<file path="config.mk">
export PLATFORM = sky130hd
export DESIGN_NAME = greedy_graph_coloring_top
export DESIGN_NICKNAME = d
export VERILOG_FILES = /design/src/sv/ggc_pkg.sv /design/src/sv/ggc_ctrl.sv /design/src/sv/ggc_datapath.sv /design/src/sv/greedy_graph_coloring_top.sv
export SDC_FILE = /design/constraint.sdc
export NUM_CORES = 1
export LEC_CHECK = 0
export ABC_CLOCK_PERIOD_IN_PS = 6100
export BUFFER_PORTS_ARGS = -buffer_cell sky130_fd_sc_hd__buf_2
export CELL_PAD_IN_SITES_DETAIL_PLACEMENT = 1
export CELL_PAD_IN_SITES_GLOBAL_PLACEMENT = 1
export CORE_MARGIN = 5
export CORE_UTILIZATION = 52
export CTS_BUF_LIST = sky130_fd_sc_hd__clkbuf_16
export DETAILED_ROUTE_END_ITERATION = 6
export PLACE_DENSITY = 0.76
export SLEW_MARGIN = 20
export SYNTH_ARGS = -nofsm -noshare
export SYNTH_HDL_FRONTEND = slang
export SYNTH_SLANG_ARGS = --single-unit
</file>
<file path="constraint.sdc">
create_clock -name clk -period 6.1 [get_ports clk]
set_input_delay 0.61 -clock clk [delete_from_list [all_inputs] [get_ports clk]]
set_output_delay 0.61 -clock clk [all_outputs]
set_load 0.01 [all_outputs]
</file>
<file path="src/sv/ggc_pkg.sv">
`timescale 1ns / 1ps
// Shared types and constants of the greedy graph coloring block.
// No dependencies; every other file imports this package.
package ggc_pkg;

  localparam int MAX_VERTICES_DEF = 16;
  localparam int HW_CAP           = 16;
  localparam int ROW_IDX_W        = 4;
  localparam int ROW_W            = 16;
  localparam int COUNT_W          = 5;
  localparam int VERTEX_W         = 4;
  localparam int COLOR_W          = 5;
  localparam int ADDR_W           = 2;
  localparam int DATA_W           = 32;

  localparam logic [ADDR_W-1:0]  ADDR_VERTEX_COUNT = 2'd0;
  localparam logic [COUNT_W-1:0] VERTEX_COUNT_RST  = 5'd16;

  typedef struct packed {
    logic [ROW_IDX_W-1:0] row_index;
    logic [ROW_W-1:0]     row_bits;
  } ggc_in_t;

  typedef struct packed {
    logic [VERTEX_W-1:0] vertex;
    logic [COLOR_W-1:0]  color;
    logic                last;
  } ggc_out_t;

  typedef struct packed {
    logic load;
    logic start;
    logic deg_rd;
    logic deg_wr;
    logic round_start;
    logic pick_step;
    logic emit_pick;
    logic prow_load;
    logic scan_skip;
    logic cand_rd;
    logic cand_drop;
    logic cand_emit;
  } ggc_cmd_t;

  typedef struct packed {
    logic final_row;
    logic idx_last;
    logic scan_last;
    logic scan_skip;
    logic clash;
    logic out_free;
    logic pick_all;
    logic cand_all;
  } ggc_status_t;

endpackage

</file>
<file path="src/sv/ggc_ctrl.sv">
`timescale 1ns / 1ps
// Sequencer of the coloring block: load, degree pass, pick and scan rounds.
// Depends on ggc_pkg for the command and status structs.
module ggc_ctrl (
  input  logic                clk,
  input  logic                rst,
  input  logic                row_valid,
  output logic                row_ready,
  input  ggc_pkg::ggc_status_t status,
  output ggc_pkg::ggc_cmd_t    cmd
);
  import ggc_pkg::*;

  typedef enum logic [8:0] {
    S_IDLE   = 9'b000000001,
    S_DEG_RD = 9'b000000010,
    S_DEG_WR = 9'b000000100,
    S_ROUND  = 9'b000001000,
    S_PICK   = 9'b000010000,
    S_EMIT   = 9'b000100000,
    S_PROW   = 9'b001000000,
    S_SCAN   = 9'b010000000,
    S_CAND   = 9'b100000000
  } state_t;

  state_t state, state_next;

  always_ff @(posedge clk) begin
    if (rst) begin
      state <= S_IDLE;
    end else begin
      state <= state_next;
    end
  end

  assign row_ready = (state == S_IDLE);

  always_comb begin
    state_next = state;
    cmd        = '0;
    case (state)
      S_IDLE: begin
        cmd.load = row_valid;
        if (row_valid && status.final_row) begin
          cmd.start  = 1'b1;
          state_next = S_DEG_RD;
        end
      end
      S_DEG_RD: begin
        cmd.deg_rd = 1'b1;
        state_next = S_DEG_WR;
      end
      S_DEG_WR: begin
        cmd.deg_wr = 1'b1;
        state_next = status.idx_last ? S_ROUND : S_DEG_RD;
      end
      S_ROUND: begin
        cmd.round_start = 1'b1;
        state_next      = S_PICK;
      end
      S_PICK: begin
        cmd.pick_step = 1'b1;
        if (status.idx_last) state_next = S_EMIT;
      end
      S_EMIT: begin
        if (status.out_free) begin
          cmd.emit_pick = 1'b1;
          state_next    = status.pick_all ? S_IDLE : S_PROW;
        end
      end
      S_PROW: begin
        cmd.prow_load = 1'b1;
        state_next    = S_SCAN;
      end
      S_SCAN: begin
        if (status.scan_skip) begin
          cmd.scan_skip = 1'b1;
          if (status.scan_last) state_next = S_ROUND;
        end else begin
          cmd.cand_rd = 1'b1;
          state_next  = S_CAND;
        end
      end
      S_CAND: begin
        if (status.clash) begin
          cmd.cand_drop = 1'b1;
          state_next    = status.scan_last ? S_ROUND : S_SCAN;
        end else if (status.out_free) begin
          cmd.cand_emit = 1'b1;
          if (status.cand_all)       state_next = S_IDLE;
          else if (status.scan_last) state_next = S_ROUND;
          else                       state_next = S_SCAN;
        end
      end
      default: state_next = S_IDLE;
    endcase
  end

endmodule

</file>
<file path="src/sv/ggc_datapath.sv">
`timescale 1ns / 1ps
// Datapath: adjacency memory, degree table, masks, counters, result register.
// Depends on ggc_pkg; driven by ggc_ctrl through command and status structs.
module ggc_datapath #(
  parameter int MAX_VERTICES = ggc_pkg::MAX_VERTICES_DEF
) (
  input  logic                          clk,
  input  logic                          rst,
  input  logic [ggc_pkg::COUNT_W-1:0]   vertex_count,
  input  ggc_pkg::ggc_in_t              row_word,
  input  ggc_pkg::ggc_cmd_t             cmd,
  output ggc_pkg::ggc_status_t          status,
  output logic                          res_valid,
  input  logic                          res_ready,
  output ggc_pkg::ggc_out_t             res_word
);
  import ggc_pkg::*;

  localparam int LIMIT = (MAX_VERTICES < HW_CAP) ? MAX_VERTICES : HW_CAP;
  localparam int IW    = (LIMIT > 1) ? $clog2(LIMIT) : 1;
  localparam int CW    = $clog2(LIMIT + 1);

  logic [LIMIT-1:0] adj_mem [LIMIT];
  logic [LIMIT-1:0] rd_data;
  logic [CW-1:0]    degree [LIMIT];

  logic [IW-1:0]      i_cnt, e_cnt, pick;
  logic [CW-1:0]      best_deg;
  logic               found;
  logic [LIMIT-1:0]   done_mask, round_mask, pick_row;
  logic [COLOR_W-1:0] round;

  logic [CW-1:0]    n_used;
  logic [IW-1:0]    nm1;
  logic [LIMIT-1:0] vmask, pick_bit, cand_bit;
  logic             row_ok, rd_en, better;
  logic [IW-1:0]    rd_addr;
  logic [CW-1:0]    deg_i;

  always_comb begin
    if (vertex_count == '0)                    n_used = CW'(1);
    else if (vertex_count > COUNT_W'(LIMIT))   n_used = CW'(LIMIT);
    else                                       n_used = CW'(vertex_count);
    for (int j = 0; j < LIMIT; j++) vmask[j] = (CW'(j) < n_used);
  end

  assign nm1      = IW'(n_used - 1'b1);
  assign row_ok   = (COUNT_W'(row_word.row_index) < COUNT_W'(n_used));
  assign pick_bit = {{(LIMIT-1){1'b0}}, 1'b1} << pick;
  assign cand_bit = {{(LIMIT-1){1'b0}}, 1'b1} << e_cnt;
  assign deg_i    = degree[i_cnt];
  assign better   = !done_mask[i_cnt] && (!found || (deg_i > best_deg));

  assign rd_en   = cmd.deg_rd | cmd.emit_pick | cmd.cand_rd;
  assign rd_addr = cmd.emit_pick ? pick : (cmd.cand_rd ? e_cnt : i_cnt);

  assign status.final_row = row_ok &&
      (COUNT_W'(row_word.row_index) == COUNT_W'(n_used) - COUNT_W'(1));
  assign status.idx_last  = (i_cnt == nm1);
  assign status.scan_last = (e_cnt == nm1);
  assign status.scan_skip = done_mask[e_cnt] | pick_row[e_cnt];
  assign status.clash     = |(rd_data & round_mask & vmask);
  assign status.out_free  = !res_valid || res_ready;
  assign status.pick_all  = (((done_mask | pick_bit) & vmask) == vmask);
  assign status.cand_all  = (((done_mask | cand_bit) & vmask) == vmask);

  // adjacency store, one write and one registered read port
  always_ff @(posedge clk) begin
    if (cmd.load && row_ok) begin
      adj_mem[row_word.row_index[IW-1:0]] <= row_word.row_bits[LIMIT-1:0];
    end
    if (rd_en) begin
      rd_data <= adj_mem[rd_addr];
    end
  end

  always_ff @(posedge clk) begin
    if (cmd.start) begin
      done_mask <= '0;
      round     <= '0;
      i_cnt     <= '0;
    end
    if (cmd.deg_wr) begin
      degree[i_cnt] <= CW'($countones(rd_data & vmask));
      i_cnt         <= i_cnt + 1'b1;
    end
    if (cmd.round_start) begin
      round      <= round + 1'b1;
      round_mask <= '0;
      found      <= 1'b0;
      i_cnt      <= '0;
    end
    if (cmd.pick_step) begin
      if (better) begin
        pick     <= i_cnt;
        best_deg <= deg_i;
        found    <= 1'b1;
      end
      i_cnt <= i_cnt + 1'b1;
    end
    if (cmd.emit_pick) begin
      done_mask  <= done_mask | pick_bit;
      round_mask <= round_mask | pick_bit;
    end
    if (cmd.prow_load) begin
      pick_row <= rd_data;
      e_cnt    <= '0;
    end
    if (cmd.scan_skip || cmd.cand_drop) begin
      e_cnt <= e_cnt + 1'b1;
    end
    if (cmd.cand_emit) begin
      done_mask  <= done_mask | cand_bit;
      round_mask <= round_mask | cand_bit;
      e_cnt      <= e_cnt + 1'b1;
    end
  end

  // result word register
  always_ff @(posedge clk) begin
    if (rst) begin
      res_valid <= 1'b0;
    end else if (cmd.emit_pick || cmd.cand_emit) begin
      res_valid <= 1'b1;
    end else if (res_ready) begin
      res_valid <= 1'b0;
    end
  end

  always_ff @(posedge clk) begin
    if (cmd.emit_pick) begin
      res_word.vertex <= VERTEX_W'(pick);
      res_word.color  <= round;
      res_word.last   <= status.pick_all;
    end else if (cmd.cand_emit) begin
      res_word.vertex <= VERTEX_W'(e_cnt);
      res_word.color  <= round;
      res_word.last   <= status.cand_all;
    end
  end

endmodule

</file>
<file path="src/sv/greedy_graph_coloring_top.sv">
`timescale 1ns / 1ps
// Top level of the greedy graph coloring block: APB register and the two halves.
// Depends on ggc_pkg, ggc_ctrl and ggc_datapath.
//
// Rows are taken one word per cycle while the block is idle; a row whose index is
// not below the vertex count N is dropped. The row of vertex N-1 starts a run that
// holds the row channel off until the last result is handed to the output
// register: a degree pass reads each row and counts its degree, then each round
// picks the top-degree uncolored vertex and checks the remaining vertices against
// those already given that round's color; output stalls hold the run. The run
// time is set by the single read port of the adjacency memory, which every degree
// count and every candidate check goes through, one row per access.
module greedy_graph_coloring_top #(
  parameter int MAX_VERTICES = ggc_pkg::MAX_VERTICES_DEF
) (
  input  logic                        clk,
  input  logic                        rst,
  input  logic                        row_valid,
  output logic                        row_ready,
  input  ggc_pkg::ggc_in_t            row_word,
  output logic                        res_valid,
  input  logic                        res_ready,
  output ggc_pkg::ggc_out_t           res_word,
  input  logic                        psel,
  input  logic                        penable,
  input  logic                        pwrite,
  input  logic [ggc_pkg::ADDR_W-1:0]  paddr,
  input  logic [ggc_pkg::DATA_W-1:0]  pwdata,
  output logic [ggc_pkg::DATA_W-1:0]  prdata,
  output logic                        pready
);
  import ggc_pkg::*;

  logic [COUNT_W-1:0] vertex_count;
  ggc_cmd_t           cmd;
  ggc_status_t        status;

  assign pready = 1'b1;
  assign prdata = (paddr == ADDR_VERTEX_COUNT) ? DATA_W'(vertex_count) : '0;

  always_ff @(posedge clk) begin
    if (rst) begin
      vertex_count <= VERTEX_COUNT_RST;
    end else if (psel && penable && pwrite && (paddr == ADDR_VERTEX_COUNT)) begin
      vertex_count <= pwdata[COUNT_W-1:0];
    end
  end

  ggc_ctrl u_ctrl (
    .clk       (clk),
    .rst       (rst),
    .row_valid (row_valid),
    .row_ready (row_ready),
    .status    (status),
    .cmd       (cmd)
  );

  ggc_datapath #(
    .MAX_VERTICES (MAX_VERTICES)
  ) u_datapath (
    .clk          (clk),
    .rst          (rst),
    .vertex_count (vertex_count),
    .row_word     (row_word),
    .cmd          (cmd),
    .status       (status),
    .res_valid    (res_valid),
    .res_ready    (res_ready),
    .res_word     (res_word)
  );

endmodule
</file>
==> reports/results.ini <==
[yosys]
synth_area_um2=20200
syn_inst=1338
synth_cell_type_count=74
synth_top_family_by_area=multiplexers
synth_compound_gate_area_share=0.0661
ys_seq_area_frac=0.663
netlist_top_cells_area=edfxtp_1, mux2i_1, mux4_2, ha_1, o22ai_1
yosys_warnings=0
synth.avg_cell_area_um2=15.1
synthMuxAreaShare=0.114
synthFlopType=edfxtp_1
synth_seq_cells=452
yosys.area_share.simple=0.0768
synth_top_cell_area_share=0.644
yosys.area.top_type=edfxtp_1
synth_edf_count=432
synth_fa_ha_area_frac=0.0327
synthXorXnorAreaFrac=0.00869
synth-async-reset-ratio=0

[timing]
finalHoldViolCount=0
max_freq_ghz=0.181
setup_viol=0
report.final.slew_viol_count=0
fin_crit_sh=0.907
fin_setup_tns_ns=0
relSlewSlack=0.276
worstMarginPinSlew_ns=1.08
finalWorstSetupSlack_ns=0.567
finalCriticalPeriod_ns=5.53
rsz0062_at_grt=no
finClkSkew_ns=0.0194

[route]
vias=11800
drtAntennaViolNets=0
drc=3
wire_per_inst_um=27.0
viasPerCell=6.05
dr.first_iter.drc_count=1008
wl_um=52800
firstDrtPassIters=7

[critical_path]
worstSetupPathType=flop to flop
setup.worst_path.start_class=flop
worstPathRequired_ns=6.35
cp.arrival_ns=5.78
cp_cell_sequence=inv_1, o21a_1, nor2b_1, ha_1, inv_1, fa_1, inv_1, fa_1, fa_1, fa_1, ha_1, fa_1, xor2_1
path_max_fanout=16
cp_slowest_cell=xor2_1
crit_family=adder cells
crit_top_cell=fa_1
max_stage_delay_ns=0.80
cp_num_buf_inv=3
worst_setup_path_end_kind=flop

[global_route]
grt_max_degree=42
grt.overflow.total=0
grt_usage=0.249
antenna_found_initial=3
grt_pass1_wl_um=78700
grt_pass1_vias=12500

[die]
start_util=0.524
fp.dieH_um=207
ios=106
die_area_um2=42800
die_w_um=207
core-area_um2=38500
rows=72

[pwr]
total_power_mw=7.43
p_per_area_nw_per_um2=331
p_leak_nw=7.91
max-vdd-ir-drop_uv=312

[placed_design]
dpl-instance-area_um2=20900
port_buffers=50
dp.cells=1871
place_ws_ns=0.536
hpwlAfterDp_um=34900
gp_congestion=0.945

[cts]
cts_made_buffers=48
cts-root-buf=clkbuf_16
clock_path_buffers=3
clock_latency_ns=0.59
cts_tree=done
postCtsSetupRepairBufs=0
ctsHoldBuffers=0
cts_max_level=2
post_cts_resized=0
cts.sinks=452
clk_pin_slew_worst_paths_ns=0.06

[run]
cap_violations=0

[cells_and_area]
num_antenna_cells=0
nets=1510
syn_to_final_growth_pct=11.3
seqCellArea_um2=13400
instances_no_fill=1956
drive_above_1_share=0.154
multi_input_comb_area_um2=6200
fin_area_um2=22400
fillers=3630

[worst_hold_path]
hold_path_class=input pin to flop

[outcome]
status=complete, but fails checks
violations=design-rule violations

[path summary, 6_finish.rpt]
| kind | to | slack [ns] | cells after the start | from |
|---|---|---|---|---|
| setup reg to reg | u_datapath.degree[7][3] | 0.57 | 13 | vertex_count[4] |
| hold reg to reg | u_datapath.found | 0.46 | 1 | u_datapath.found |
| setup / recovery | u_datapath.degree[7][3] | 0.57 | 13 | vertex_count[4] |
| hold / removal | vertex_count[0] | 0.29 | 3 | pwdata[0] |
[flip-flops by register name, indices dropped and copies added, names as in the netlist, named ones only]
name                   cells
u_datapath.done_mask      16
u_ctrl.state               9
u_datapath.best_deg        5
u_datapath.degree         80
u_datapath.rd_data        16
u_datapath.adj_mem       256
u_datapath.i_cnt           4
u_datapath.pick            4
u_datapath.pick_row       16
u_datapath.round           5
u_datapath.res_valid       1
vertex_count               5
u_datapath.res_word       10
u_datapath.round_mask     16
u_datapath.e_cnt           4
u_datapath.found           1
[worst min-delay path, cell delays in order]
cell and delay, ns:
buf_2 0.09, mux2i_1 0.06, nor2_1 0.07
[report_power, final]
part           internal, mW  switching (mW)  total (mW)
combinational         0.254           0.597       0.851
clock                  1.58            1.20        2.78
sequential             3.74          0.0559        3.80
total                  5.58            1.85        7.43
[layout make-up]
type                            instances  share of cell area
Sequential cell                       452               0.596
Multi-Input combinational cell        767               0.276
Clock buffer                           49              0.0547
Tap cell                              518              0.0289
Timing Repair Buffer                   82              0.0235
Clock inverter                         36              0.0116
Inverter                               52             0.00870
[routing by layer]
| metal | wire (µm) | vias up | global-route usage | part of all wire |
|---|---|---|---|---|
| met1 | 21900 | 6103 | 0.326 | 0.42 |
| met3 | 3010 | 95 | 0.0444 | 0.057 |
| li1 | - | 5250 | - | - |
| met5 | 19 | - | 0 | 0.00036 |
| met4 | 1510 | 4 | 0.0786 | 0.029 |
| met2 | 26300 | 391 | 0.426 | 0.50 |
[cell usage after synthesis, drive strengths merged, types with 10 or more instances]
master  instances
clkbuf         22
nor3           25
edfxtp        432
a21oi          28
o21ai          18
xnor2          11
mux2i         150
nand3          25
mux4           30
nand2          51
nand2b         10
dfxtp          20
inv            52
o22ai          66
nor2b          19
or4            21
fa             11
nor2           73
buf            71
and2           14
o21a           32
nor4           14
ha             35
[stage by stage]
step,hold WS (ns),util
floorplan,0.418,-
global placement,0.436,0.544
detailed placement,0.446,0.544
CTS,0.263,0.583
global route,0.282,0.583
finish,0.286,0.583
[layout by cell type, fill, tap and decap left out, types with 7 or more instances in the layout]
master	count
conb_1	28
xor2_1	9
clkbuf_16	49
nor2b_1	19
nor2_2	11
nand2b_1	10
mux2i_1	149
inv_1	59
edfxtp_1	432
xnor2_1	11
fa_1	11
buf_4	29
a31oi_1	9
nor4_1	11
o22ai_1	66
mux2_2	7
o21ai_0	16
nand3_1	23
nand2_1	51
nor3_1	20
ha_1	35
clkinv_1	11
a21o_1	8
nor2_1	61
or4_1	21
o21a_1	32
dfxtp_1	19
a21oi_1	25
mux4_2	30
and2_1	13
buf_2	50
[kinds of logic (layout without fill, tap and decap cells)]
group / Yosys count / after routing
AO/OA/AOI/OAI: 198 / 198
XOR/XNOR: 20 / 20
adder cells (fa/ha/maj): 46 / 46
buffers and inverters: 145 / 219
flip-flops: 452 / 452
multiplexers: 189 / 189
other: 2 / 28
AND/OR/NAND/NOR: 286 / 286
(Power assumes the default switching activity.)
